File: src/rtl/bacs_pkg.sv
// Package for the bracket-aware comma splitter: beat structs, character
// classes, register indexes and sizing constants. No dependencies.
package bacs_pkg;

    // Offsets and the position counter (MAX_LENGTH must fit).
    localparam int unsigned OFFSET_W   = 17;
    localparam int unsigned MAX_LENGTH = 65536;
    localparam logic [OFFSET_W-1:0] MAX_POS = OFFSET_W'(MAX_LENGTH);

    // Bracket depth, signed and saturating.
    localparam int unsigned DEPTH_BITS = 8;
    localparam logic signed [DEPTH_BITS-1:0] DEPTH_MAX = DEPTH_BITS'((2**(DEPTH_BITS-1)) - 1);
    localparam logic signed [DEPTH_BITS-1:0] DEPTH_MIN = DEPTH_BITS'(-(2**(DEPTH_BITS-1)));

    // Queue between front and back.
    localparam int unsigned FIFO_DEPTH = 4;
    localparam int unsigned FIFO_AW    = $clog2(FIFO_DEPTH);

    // Fixed character codes.
    localparam logic [7:0] QUOTE_CODE = 8'd34;
    localparam logic [7:0] COMMA_CODE = 8'd44;

    // Configuration register indexes.
    localparam int unsigned CFG_IDX_W = 2;
    localparam logic [CFG_IDX_W-1:0] CFG_BRACKET_COUNTING = 2'd0;
    localparam logic [CFG_IDX_W-1:0] CFG_OPEN_CHAR        = 2'd1;
    localparam logic [CFG_IDX_W-1:0] CFG_CLOSE_CHAR       = 2'd2;
    localparam int unsigned CFG_DATA_W = 8;

    typedef enum logic [2:0] {
        K_OTHER,
        K_OPEN,
        K_CLOSE,
        K_QUOTE,
        K_COMMA
    } t_kind;

    typedef struct packed {
        logic [7:0] char_code;
        logic       end_of_string;
    } t_in_beat;

    typedef struct packed {
        logic [OFFSET_W-1:0] span_start;
        logic [OFFSET_W-1:0] span_end;
        logic                final_field;
        logic                overflow;
    } t_out_beat;

    // Classified character, passed from front to back through the queue.
    typedef struct packed {
        t_kind kind;
        logic  is_space;
        logic  eos;
    } t_cls;

endpackage

File: src/rtl/bacs_front.sv
// Front of the comma splitter: configuration registers and character
// classification. Depends on bacs_pkg.
module bacs_front
    import bacs_pkg::*;
(
    input  logic                  i_clk,
    input  logic                  i_rst_n,
    input  logic                  i_cfg_we,
    input  logic [CFG_IDX_W-1:0]  i_cfg_index,
    input  logic [CFG_DATA_W-1:0] i_cfg_data,
    input  t_in_beat              i_beat,
    output t_cls                  o_cls
);

    logic       r_bracket_counting;
    logic [7:0] r_open_char;
    logic [7:0] r_close_char;

    always_ff @(posedge i_clk) begin
        if (!i_rst_n) begin
            r_bracket_counting <= 1'b1;
            r_open_char        <= 8'd123;
            r_close_char       <= 8'd125;
        end else if (i_cfg_we) begin
            case (i_cfg_index)
                CFG_BRACKET_COUNTING: r_bracket_counting <= i_cfg_data[0];
                CFG_OPEN_CHAR:        r_open_char        <= i_cfg_data[7:0];
                CFG_CLOSE_CHAR:       r_close_char       <= i_cfg_data[7:0];
                default: ;
            endcase
        end
    end

    // Brackets win over quote and comma; open wins over close.
    always_comb begin
        logic [7:0] c;
        c = i_beat.char_code;
        if (r_bracket_counting && c == r_open_char) begin
            o_cls.kind = K_OPEN;
        end else if (r_bracket_counting && c == r_close_char) begin
            o_cls.kind = K_CLOSE;
        end else if (c == QUOTE_CODE) begin
            o_cls.kind = K_QUOTE;
        end else if (c == COMMA_CODE) begin
            o_cls.kind = K_COMMA;
        end else begin
            o_cls.kind = K_OTHER;
        end
        o_cls.is_space = (c >= 8'd9 && c <= 8'd13) || c == 8'd32 || c == 8'h85 || c == 8'hA0;
        o_cls.eos      = i_beat.end_of_string;
    end

endmodule

File: src/rtl/bacs_fifo.sv
// Short queue of classified characters between front and back.
// Depends on bacs_pkg.
module bacs_fifo
    import bacs_pkg::*;
(
    input  logic i_clk,
    input  logic i_rst_n,
    input  logic i_push,
    input  t_cls i_data,
    output logic o_full,
    input  logic i_pop,
    output logic o_valid,
    output t_cls o_data
);

    t_cls               r_mem [FIFO_DEPTH];
    logic [FIFO_AW-1:0] r_wr_ptr;
    logic [FIFO_AW-1:0] r_rd_ptr;
    logic [FIFO_AW:0]   r_count;
    logic [FIFO_AW:0]   n_count;

    assign o_full  = (r_count == (FIFO_AW+1)'(FIFO_DEPTH));
    assign o_valid = (r_count != '0);
    assign o_data  = r_mem[r_rd_ptr];

    always_comb begin
        n_count = r_count;
        if (i_push && !i_pop) begin
            n_count = r_count + 1'b1;
        end else if (!i_push && i_pop) begin
            n_count = r_count - 1'b1;
        end
    end

    always_ff @(posedge i_clk) begin
        if (i_push) begin
            r_mem[r_wr_ptr] <= i_data;
        end
    end

    always_ff @(posedge i_clk) begin
        if (!i_rst_n) begin
            r_wr_ptr <= '0;
            r_rd_ptr <= '0;
            r_count  <= '0;
        end else begin
            if (i_push) begin
                r_wr_ptr <= r_wr_ptr + 1'b1;
            end
            if (i_pop) begin
                r_rd_ptr <= r_rd_ptr + 1'b1;
            end
            r_count <= n_count;
        end
    end

endmodule

File: src/rtl/bacs_back.sv
// Back of the comma splitter: position, quote, depth and field tracking,
// and the output register. Depends on bacs_pkg.
module bacs_back
    import bacs_pkg::*;
(
    input  logic      i_clk,
    input  logic      i_rst_n,
    input  logic      i_cls_valid,
    input  t_cls      i_cls,
    output logic      o_cls_pop,
    output logic      o_out_valid,
    input  logic      i_out_ready,
    output t_out_beat o_out_beat
);

    logic                         r_field_open;
    logic [OFFSET_W-1:0]          r_begin;
    logic                         r_quote;
    logic signed [DEPTH_BITS-1:0] r_depth;
    logic                         r_seen;
    logic [OFFSET_W-1:0]          r_first;
    logic [OFFSET_W-1:0]          r_last;
    logic [OFFSET_W-1:0]          r_pos;
    logic                         r_ovf;
    logic                         r_out_valid;
    t_out_beat                    r_out;

    logic                         n_field_open;
    logic [OFFSET_W-1:0]          n_begin;
    logic                         n_quote;
    logic signed [DEPTH_BITS-1:0] n_depth;
    logic                         n_seen;
    logic [OFFSET_W-1:0]          n_first;
    logic [OFFSET_W-1:0]          n_last;
    logic [OFFSET_W-1:0]          n_pos;
    logic                         n_ovf;
    logic                         emit;
    t_out_beat                    emit_beat;

    assign o_cls_pop   = i_cls_valid && (!r_out_valid || i_out_ready);
    assign o_out_valid = r_out_valid;
    assign o_out_beat  = r_out;

    always_comb begin
        logic                split;
        logic                seen_e;
        logic [OFFSET_W-1:0] first_e;
        logic [OFFSET_W-1:0] last_e;
        logic [OFFSET_W-1:0] begin_e;
        logic [OFFSET_W:0]   end_wide;

        // position saturates at MAX_POS, so here equals r_pos
        n_ovf   = r_ovf || (r_pos == MAX_POS);
        begin_e = r_field_open ? r_begin : r_pos;
        seen_e  = r_field_open ? r_seen : 1'b0;
        n_quote = r_quote;
        n_depth = r_depth;
        split   = 1'b0;

        case (i_cls.kind)
            K_OPEN: begin
                if (!r_quote && r_depth < DEPTH_MAX) begin
                    n_depth = r_depth + DEPTH_BITS'(1);
                end
            end
            K_CLOSE: begin
                if (!r_quote && r_depth > DEPTH_MIN) begin
                    n_depth = r_depth - DEPTH_BITS'(1);
                end
            end
            K_QUOTE: n_quote = !r_quote;
            K_COMMA: split = !r_quote && (r_depth == '0);
            default: ;
        endcase

        // trimmed extent after this character, unless it splits
        n_seen  = seen_e;
        n_first = r_first;
        n_last  = r_last;
        if (!split && !i_cls.is_space) begin
            n_seen = 1'b1;
            if (!seen_e) begin
                n_first = r_pos;
            end
            n_last = r_pos;
        end

        // emit a split with the extent before, end of string with after
        if (split) begin
            seen_e  = seen_e;
            first_e = r_first;
            last_e  = r_last;
        end else begin
            seen_e  = n_seen;
            first_e = n_first;
            last_e  = n_last;
        end
        end_wide = {1'b0, last_e} + 1'b1;
        if (end_wide > {1'b0, MAX_POS}) begin
            end_wide = {1'b0, MAX_POS};
        end
        emit_beat.span_start  = seen_e ? first_e : begin_e;
        emit_beat.span_end    = seen_e ? end_wide[OFFSET_W-1:0] : begin_e;
        emit_beat.final_field = !split;
        emit_beat.overflow    = n_ovf;
        emit = split || i_cls.eos;

        n_field_open = !split;
        n_begin      = begin_e;
        n_pos        = (r_pos == MAX_POS) ? r_pos : r_pos + 1'b1;

        // restart the string after its last character
        if (i_cls.eos) begin
            n_field_open = 1'b0;
            n_begin      = '0;
            n_quote      = 1'b0;
            n_depth      = '0;
            n_seen       = 1'b0;
            n_first      = '0;
            n_last       = '0;
            n_pos        = '0;
            n_ovf        = 1'b0;
        end
    end

    always_ff @(posedge i_clk) begin
        if (!i_rst_n) begin
            r_field_open <= 1'b0;
            r_begin      <= '0;
            r_quote      <= 1'b0;
            r_depth      <= '0;
            r_seen       <= 1'b0;
            r_first      <= '0;
            r_last       <= '0;
            r_pos        <= '0;
            r_ovf        <= 1'b0;
            r_out_valid  <= 1'b0;
        end else begin
            if (o_cls_pop) begin
                r_field_open <= n_field_open;
                r_begin      <= n_begin;
                r_quote      <= n_quote;
                r_depth      <= n_depth;
                r_seen       <= n_seen;
                r_first      <= n_first;
                r_last       <= n_last;
                r_pos        <= n_pos;
                r_ovf        <= n_ovf;
                r_out_valid  <= emit;
            end else if (i_out_ready) begin
                r_out_valid  <= 1'b0;
            end
        end
    end

    always_ff @(posedge i_clk) begin
        if (o_cls_pop && emit) begin
            r_out <= emit_beat;
        end
    end

endmodule

File: src/rtl/bracket_aware_comma_splitter_core.sv
// Top level of the quote- and bracket-aware comma splitter.
// Depends on bacs_pkg, bacs_front, bacs_fifo and bacs_back.
//
//  Channel | Direction | Handshake                    | Payload
//  --------+-----------+------------------------------+------------------------
//  in      | input     | i_in_valid / o_in_ready      | i_in_beat  (t_in_beat)
//  out     | output    | o_out_valid / i_out_ready    | o_out_beat (t_out_beat)
//  cfg     | input     | i_cfg_we (no wait)           | i_cfg_index, i_cfg_data
//
// One character beat is taken per cycle while o_in_ready is high; a field's
// span beat goes through the queue and then the output register after its
// closing character. The classifier writes into a four-entry queue; the
// tracker drains one entry per cycle whenever the output register is empty
// or being taken, so a stalled output fills the queue before o_in_ready
// drops. Synchronous active-low reset clears the queue, the string state
// and the output register, and restores the register defaults.
module bracket_aware_comma_splitter_core
    import bacs_pkg::*;
(
    input  logic                  i_clk,
    input  logic                  i_rst_n,
    input  logic                  i_in_valid,
    output logic                  o_in_ready,
    input  t_in_beat              i_in_beat,
    output logic                  o_out_valid,
    input  logic                  i_out_ready,
    output t_out_beat             o_out_beat,
    input  logic                  i_cfg_we,
    input  logic [CFG_IDX_W-1:0]  i_cfg_index,
    input  logic [CFG_DATA_W-1:0] i_cfg_data
);

    t_cls cls_in;
    t_cls cls_out;
    logic fifo_full;
    logic fifo_valid;
    logic fifo_pop;
    logic in_take;

    // accept while the queue has room
    assign o_in_ready = !fifo_full;
    assign in_take    = i_in_valid && !fifo_full;

    bacs_front u_front (
        .i_clk       (i_clk),
        .i_rst_n     (i_rst_n),
        .i_cfg_we    (i_cfg_we),
        .i_cfg_index (i_cfg_index),
        .i_cfg_data  (i_cfg_data),
        .i_beat      (i_in_beat),
        .o_cls       (cls_in)
    );

    bacs_fifo u_fifo (
        .i_clk   (i_clk),
        .i_rst_n (i_rst_n),
        .i_push  (in_take),
        .i_data  (cls_in),
        .o_full  (fifo_full),
        .i_pop   (fifo_pop),
        .o_valid (fifo_valid),
        .o_data  (cls_out)
    );

    bacs_back u_back (
        .i_clk       (i_clk),
        .i_rst_n     (i_rst_n),
        .i_cls_valid (fifo_valid),
        .i_cls       (cls_out),
        .o_cls_pop   (fifo_pop),
        .o_out_valid (o_out_valid),
        .i_out_ready (i_out_ready),
        .o_out_beat  (o_out_beat)
    );

endmodule
File: config.mk
export PLATFORM = sky130hd
export DESIGN_NAME = bracket_aware_comma_splitter_core
export DESIGN_NICKNAME = d
export VERILOG_FILES = /design/src/rtl/bacs_pkg.sv /design/src/rtl/bacs_front.sv /design/src/rtl/bacs_fifo.sv /design/src/rtl/bacs_back.sv /design/src/rtl/bracket_aware_comma_splitter_core.sv
export SDC_FILE = /design/constraint.sdc
export NUM_CORES = 1
export LEC_CHECK = 0
export ABC_CLOCK_PERIOD_IN_PS = 5150
export BUFFER_PORTS_ARGS = -buffer_cell sky130_fd_sc_hd__buf_2
export CORE_MARGIN = 8
export CORE_UTILIZATION = 50
export CTS_BUF_LIST = sky130_fd_sc_hd__clkbuf_4
export DETAILED_ROUTE_END_ITERATION = 8
export HOLD_SLACK_MARGIN = 0.05
export PLACE_DENSITY = 0.68
export SYNTH_ARGS = -nofsm -noshare
export SYNTH_HDL_FRONTEND = slang
export SYNTH_SLANG_ARGS = --single-unit
File: constraint.sdc
create_clock -name i_clk -period 5.15 [get_ports i_clk]
set_input_delay 0.2575 -clock i_clk [delete_from_list [all_inputs] [get_ports i_clk]]
set_output_delay 0.2575 -clock i_clk [all_outputs]
set_load 0.05 [all_outputs]
### Word level (Yosys, flattened, before mapping)

Memory sizes are Yosys's and may differ from the RTL's. A register that Yosys moved wholly into a read port is not among the register bits.
Cells that the tools add are included.

* memory bits (writable): 20
* ROM bits: 0
* output and inout bits: 38
* input port bits: 24
* bits in registers: 141
* bits in latches: 0
* memories kept: 1

* mux-type cells: 39
* $add $sub $neg: 8
* bitwise gates (word level): 0
* div/mod/pow operators: 0
* equality and inequality tests: 18
* $mul: 0
* $lt $le $gt $ge: 5
* reductions and logical operators: 38
* shifts and indexed selects: 0

Memories
* u_fifo.r_mem: depth 4, bits a word 5, read ports 1, clocked after memory_dff 1, write ports 1, RTL line bacs_fifo.sv:16 `t_cls r_mem [FIFO_DEPTH];`

Operator list (number)
* $mux W17: 14
* $eq A8 B6 Y1 const B: 3
* $mux W8: 3
* $add A17 B1 Y18 const B: 1
* $gt A18 B17 Y1 const B: 1
* $mux W3: 6
* $add A17 B1 Y17 const B: 1
* $eq A17 B17 Y1 const B: 1
* $eq A8 B8 Y1: 2
* $eq A8 B8 Y1 const B: 2
* $pmux W8 S2: 1
* $mux W1: 13
* $logic_and A1 B1 Y1: 12
* $reduce_and A2 Y1: 5
* $add A8 B2 Y8 const B: 1
* $ge A8 B4 Y1 const B: 1
* $gt A8 B8 Y1 const B: 1
* $le A8 B4 Y1 const B: 1
* $logic_not A8 Y1: 1
* $lt A8 B8 Y1 const B: 1
* $sub A8 B2 Y8 const B: 1
* $logic_not A1 Y1: 7
* $eq A3 B2 Y1 const B: 2
* $eq A3 B3 Y1 const B: 2
* other kinds (14): 25

### Depth between registers and ports, before layout

Gate-level depths: netlist of run 1.

* depth in word-level cells: 11
* mapped depth: 17
* mapped depth without buffers: 13

### Modules after synthesis

Synthesis of run 1 repeated with hierarchy kept, for this count alone.

* cells, all modules: 885
* area total of the unflattened synthesis: 8509.4 µm²

Modules (own cells, without submodules)
* bacs_back: times used 1, area an instance 6324.8 µm², cells each 689
* bacs_fifo: times used 1, area an instance 1171.1 µm², cells each 69
* bacs_front: times used 1, area an instance 1003.5 µm², cells each 125
* bracket_aware_comma_splitter_core: times used 1, area an instance 10.0 µm², cells each 2

### Least setup slack after synthesis of run 1

Ideal clock, no wire load.

* path kind: register -> register
* from: reg (tool-made name)
* to: reg u_back.r_out, in the netlist u_back.o_out_beat[17], data pin
* setup time: 0.152 ns
* path buffers: 4
* cell stages (with the launch flop): 17
* required time: 4.998 ns
* arrival: 3.939 ns
* slack: 1.058 ns
* path through: dfxtp_1 > buf_6 > mux4_2 > o41ai_4 > clkbuf_1 > nand2_1 > o21ai_0 > ha_1 > clkbuf_1 > and3_1 > clkbuf_1 > nand3_1 > nor3_1 > a211oi_1 > a31o_2 > or4_1 > o21ai_0

RTL lines
* end signal, assigned: RTL line bacs_back.sv:158 `r_out <= emit_beat;`
* end, declared: RTL line bacs_back.sv:26 `t_out_beat r_out;`

==> flow_summary.yaml, run 1 <==
status:
  status: "finished clean"
floorplan:
  fp-row-count: 47
  start_util_pct: 51.15
  dieArea_um2: 21450
  ioPinCount: 62
  core_um2: 16640
  die_y_um: 146.5
  die_w_um: 146.5
sta:
  slew_headroom_pct: 14.41
  rsz0062_at_grt: "false"
  setup_viol: 0
  final_max_slew_viol_count: 0
  fin_crit_sh_pct: 83.98
  max_slew.worst_pin.slew_ns: 1.279
  setup_tns_ns: 0
  fmax_mhz: 231.2
  skew_ns: 0.02346
  finalCriticalPeriod_ns: 4.325
  finalHoldViolations: 0
  worst_slack_ns: 0.8251
global_route:
  gr-total-overflow: 0
  grt_pass1_wl_um: 33680
  grt_util_all_layers_pct: 19.39
  grt_pass1_vias: 6276
  antenna_found_initial: 1
  grt_max_degree: 65
final_layout:
  nFillCells: 1507
  nets: 951
  drive_above_1_share_pct: 12.78
  instances_no_fill: 1144
  syn2layout_area_growth_pct: 9.643
  fin_area_um2: 9333
critical_path:
  crit_required_ns: 5.58
  path_delay_family: "simple AND/OR/NAND/NOR gates"
  crit_slowest_cell: "mux4_2"
  end_kind: "flop"
  slowest_delay_ns: 0.64
  crit_buf_inv: 0
  worstSetupPathType: "reg -> reg"
  crit_path_start_kind: "flop"
  crit_fanout: 12
  crit_top_cell: "o21ai_0"
  worstPathCellList: "mux4_2, o41ai_4, nand2_1, o21ai_0, ha_1, and3_1, nand3_1, nor3_1, a211oi_1, a31o_2, or4_1, o21ai_0"
  worstPathArrival_ns: 4.75
synth:
  synth-edff-count: 56
  synth_area_leaders: "dfxtp_1, edfxtp_1, a22oi_1"
  ys_ff_latch: 163
  synth_top_area_share_pct: 25.17
  synthTopCellsByCount: "dfxtp_1, nand2_1, nor2b_1"
  yosysMostFrequentCell: "dfxtp_1"
  syn-cell-area_um2: 8512
  yosysSeqAreaShare_pct: 44.92
  synth.distinct_cells: 67
  synthCells: 877
  async_reset_ff_share_pct: 0
  syn_nets: 918
  yosys_warnings: 0
  ys.flop_type: "dfxtp_1"
  synth_area_leader_cell: "dfxtp_1"
  syn-mean-instance-area_um2: 9.706
power:
  power.leakage_nw: 3.277
  powerDensity_nw_per_um2: 478.2
  vdd_drop_max_mv: 0.3120
clock_network:
  cts_buffer_depth: 2
  cts_setup_buffers: 0
  clock_sinks: 163
  cts-root-buf: "clkbuf_4"
  cts_hold_buf: 16
  clk_pin_slew_ns: 0.14
  cts_tree: "yes"
  cts_resized: 0
  htreeDepth: 4
  insertion_delay_ns: 0.60
  cts_buffers: 17
drt:
  route.detailed.drc: 0
  dr.first_iter.drc_count: 697
  vias: 6773
  drtAntennaViolNets: 0
  wire_per_inst_um: 18.04
  drt-total-wl_um: 20630
  firstDrtPassIters: 6
  routed_via_density: 5.920
place:
  dpl-instance-area_um2: 8869
  portBuffers: 61
  dp_hpwl_um: 13910
  placed_cells: 1095
  gp_congestion: 0.9066
  place_ws_ns: 0.8522
run:
  max-cap-violations: 0
worst_hold_path:
  hold_class: "in -> reg"
==> final timing paths <==
kind / startpoint / to / slack (ns) / cells after the start
worst max-delay path: flop / u_back.o_out_beat[17]$_DFFE_PP_ / 0.83 / 12
worst min-delay path: i_cfg_we / u_front.r_bracket_counting$_SDFFE_PN1P_ / 0.13 / 4
worst max register to register: flop / u_back.o_out_beat[17]$_DFFE_PP_ / 0.83 / 12
worst min register to register: u_front.r_open_char[6]$_SDFFE_PN1P_ / u_front.r_open_char[6]$_SDFFE_PN1P_ / 0.49 / 2
==> routing by layer <==
metal,GRT usage [%],wire (µm),part of all wire [%]
met4,6.543,363,1.8
met1,26.16,9546,46
met2,29.47,9189,45
met5,0,0,0
met3,5.161,1534,7.4
==> worst reg2reg max path, delay by kind of cell (launching register included) <==
kind | cells | cell delay [ns]
and+or+nand+nor | 5 | 1.29
muxes | 1 | 0.64
DFF | 1 | 0.53
AOI/OAI and AO/OA | 5 | 1.27
adders and majority gates | 1 | 0.43
==> power by group <==
part	switching, mW	internal [mW]	leakage [nW]
registers	0.116	1.59	1.40
clock network	0.491	0.299	0.146
logic	1.46	0.503	1.73
==> cells by family (layout without fill, tap and decap cells) <==
logic type	count (synthesis)	in the layout	share of synthesized area, %
DFF	163	163	44.92
muxes	29	29	4.145
buffers and inverters	89	135	4.322
adders and majority gates	17	17	2.675
and+or+nand+nor	313	313	19.96
other	0	1	0
AOI/OAI and AO/OA	202	202	17.39
xor gates and xnor gates	64	64	6.585
==> layout by cell type, fill, tap and decap left out, types with 8 or more instances in the layout <==
master and instances:
a22oi_1 59, dlygate4sd3_1 16, nor4_1 10, xor2_1 25
and2_1 10, buf_2 61, or3_1 8, nor2_1 33
dfxtp_1 106, nor2b_1 68, mux2i_1 24, xnor2_1 39
nand3_1 35, edfxtp_1 56, nand4_1 15, inv_1 16
and3_1 14, a22o_1 34, o21ai_0 18, nand2_1 71
o22ai_1 14, a21oi_1 24, nor3_1 14, o211ai_1 9
buf_4 9, ha_1 15, clkbuf_4 17
==> sequential cells by signal (all words and copies together), names as in the netlist, named ones only <==
name	flops
u_back.o_out_beat	36
u_fifo.r_mem	20
u_back.r_begin	17
u_back.r_first	17
u_back.r_last	17
u_back.r_pos	17
u_back.r_depth	8
u_front.r_close_char	8
u_front.r_open_char	8
u_fifo.r_count	3
u_fifo.r_rd_ptr	2
u_fifo.r_wr_ptr	2
u_back.o_out_valid	1
u_back.r_field_open	1
u_back.r_ovf	1
u_back.r_quote	1
u_back.r_seen	1
u_front.r_bracket_counting	1
==> layout make-up <==
type | instances | area (µm²) | area share (%)
multi-input combinational | 625 | 4332 | 46.41
sequential | 163 | 3825 | 40.98
timing repair buffer | 86 | 533.0 | 5.711
tap | 220 | 275.3 | 2.949
clock inverter | 15 | 173.9 | 1.864
clock buffer | 17 | 127.6 | 1.367
inverter | 17 | 63.81 | 0.6837
antenna | 1 | 2.502 | 0.02681
==> metrics by stage <==
step,power [mW],util [%],hold slack (ns)
floorplan,3.237,-,0.3564
CTS,4.481,56.06,0.08214
detailed placement,3.684,53.29,0.4574
finish,4.463,56.08,0.1277
global placement,3.683,53.29,0.4425
global route,4.727,56.08,0.1255
Note: power is estimated with default switching activity, not from simulation.
==> inputs of run 2 (changes only) <==
--- a/config.mk
+++ b/config.mk
@@ -5,7 +5,7 @@
 export SDC_FILE = /design/constraint.sdc
 export NUM_CORES = 1
 export LEC_CHECK = 0
-export ABC_CLOCK_PERIOD_IN_PS = 5150
+export ABC_CLOCK_PERIOD_IN_PS = 4300
 export BUFFER_PORTS_ARGS = -buffer_cell sky130_fd_sc_hd__buf_2
 export CORE_MARGIN = 8
 export CORE_UTILIZATION = 50
==> constraint.sdc (replaced) <==
create_clock -name i_clk -period 4.3 [get_ports i_clk]
set_input_delay 0.215 -clock i_clk [delete_from_list [all_inputs] [get_ports i_clk]]
set_output_delay 0.215 -clock i_clk [all_outputs]
set_load 0.05 [all_outputs]
==> run 2 against run 1 <==
Compared with the run above: design area grew 1.2%; sequential cell count stayed put; sequential share of layout area down 0.47 points; sequential power grew 19%; non-clock buffer count increased by 13; first-iteration DRC count is 18% lower; count of clock-buffer cells in the layout increased by 2; critical path type unchanged.
==> flow_summary.yaml, run 2 (synthesis results as in run 1) <==
drt:
  route.detailed.drc: 0
  dr.first_iter.drc_count: 570
  firstDrtPassIters: 5
  wire_per_inst_um: 17.73
  routed_via_density: 5.803
  vias: 6714
  drtAntennaViolNets: 0
  drt-total-wl_um: 20510
sta:
  fmax_mhz: 252.4
  setup_tns_ns: 0
  finalHoldViolations: 0
  rsz0062_at_grt: "false"
  finalCriticalPeriod_ns: 3.962
  max_slew.worst_pin.slew_ns: 1.024
  skew_ns: 0.01824
  worst_slack_ns: 0.3375
  fin_crit_sh_pct: 92.15
  slew_headroom_pct: 31.46
  setup_viol: 0
  final_max_slew_viol_count: 0
floorplan:
  die_y_um: 146.5
  ioPinCount: 62
  dieArea_um2: 21450
  fp-row-count: 47
  die_w_um: 146.5
  start_util_pct: 51.15
  core_um2: 16640
worst_hold_path:
  hold_class: "in -> reg"
place:
  place_ws_ns: 0.3204
  portBuffers: 61
  gp_congestion: 0.9074
  dp_hpwl_um: 14300
global_route:
  antenna_found_initial: 1
  grt_pass1_vias: 6372
  gr-total-overflow: 0
  grt_util_all_layers_pct: 19.45
  grt_max_degree: 52
  grt_pass1_wl_um: 34290
clock_network:
  cts_buffer_depth: 2
  htreeDepth: 4
  clk_pin_slew_ns: 0.14
  cts-root-buf: "clkbuf_4"
  cts_setup_buffers: 0
  clock_sinks: 163
  cts_tree: "yes"
  cts_buffers: 17
  insertion_delay_ns: 0.56
critical_path:
  crit_fanout: 8
  end_kind: "flop"
  worstSetupPathType: "reg -> reg"
  crit_required_ns: 4.69
  worstPathArrival_ns: 4.35
  crit_path_start_kind: "flop"
final_layout:
  drive_above_1_share_pct: 14.32
  largest_reg_flops: 36
  final_common_cell: "dfxtp_1"
  syn2layout_area_growth_pct: 10.95
  final_cell_mix: "dfxtp_1, nand2_1, nor2b_1, buf_2, a22oi_1"
  nets: 964
run:
  max-cap-violations: 0
status:
  status: "finished clean"
power:
  vdd_drop_max_mv: 0.3377
  power_mw: 5.470
  power.leakage_nw: 3.370
  powerDensity_nw_per_um2: 579.2
==> run 2: repair_timing <==
item                                    4_1_cts  5_1_grt
hold buffers                                 14        0
endpoints found under the hold margin        26        0
resized for setup                             0        1
endpoints found under the setup margin        0        3
==> run 2: path summary, 6_finish.rpt <==
check,startpoint,end,slack (ns),depth (start not counted)
max,flop,u_back.o_out_beat[3]$_DFFE_PP_,0.34,12
min,i_in_beat[3],u_fifo.r_mem[2][4]$_DFFE_PP_,0.16,3
max reg2reg,flop,u_back.o_out_beat[3]$_DFFE_PP_,0.34,12
min reg2reg,u_back.r_ovf$_SDFFE_PN0P_,u_back.r_ovf$_SDFFE_PN0P_,0.48,2
==> run 2: critical path, cell delays in order, from the launching register on <==
cell       delay (ns)
dfxtp_2          0.44
mux4_2           0.62
o41ai_4          0.50
nand2_1          0.10
o21ai_0          0.19
ha_1             0.26
and3_1           0.36
nand3_1          0.13
xor2_1           0.26
nand4_2          0.14
a2111oi_2        0.40
a41oi_2          0.24
o22ai_1          0.17
==> run 2: per-stage QoR <==
| stage | util [%] | hold WS [ns] | instances | instance area (µm²) |
|---|---|---|---|---|
| global placement | 53.99 | 0.4385 | 1110 | 8985 |
| detailed placement | 53.99 | 0.4425 | 1110 | 8985 |
| finish | 56.75 | 0.1575 | 1157 | 9444 |
| floorplan | - | 0.3139 | 877 | 8512 |
| CTS | 56.73 | 0.1104 | 1156 | 9440 |
| global route | 56.75 | 0.1290 | 1157 | 9444 |
==> run 2: final cells by class <==
class | count | area, µm²
clock buffers | 19 | 142.6
diodes | 1 | 2.502
flip-flops and latches | 163 | 3826
well taps | 220 | 275.3
multi-input cells | 625 | 4335
clock inverters | 13 | 172.7
fillers | 1448 | 7198
inverters | 17 | 63.81
repair buffers | 99 | 625.6
==> run 2: routing by layer <==
metal,vias up,routed length [µm],GRT usage [%]
met5,-,0,0
met4,0,197,5.770
met3,17,1275,4.604
met2,201,9193,29.54
met1,3202,9842,26.88
li1,3294,-,-
==> run 2: power breakdown <==
part           internal (mW)  leakage [nW]  switching (mW)
Sequential              1.91          1.40           0.121
Clock                  0.427         0.164           0.574
Combinational          0.649          1.81            1.79
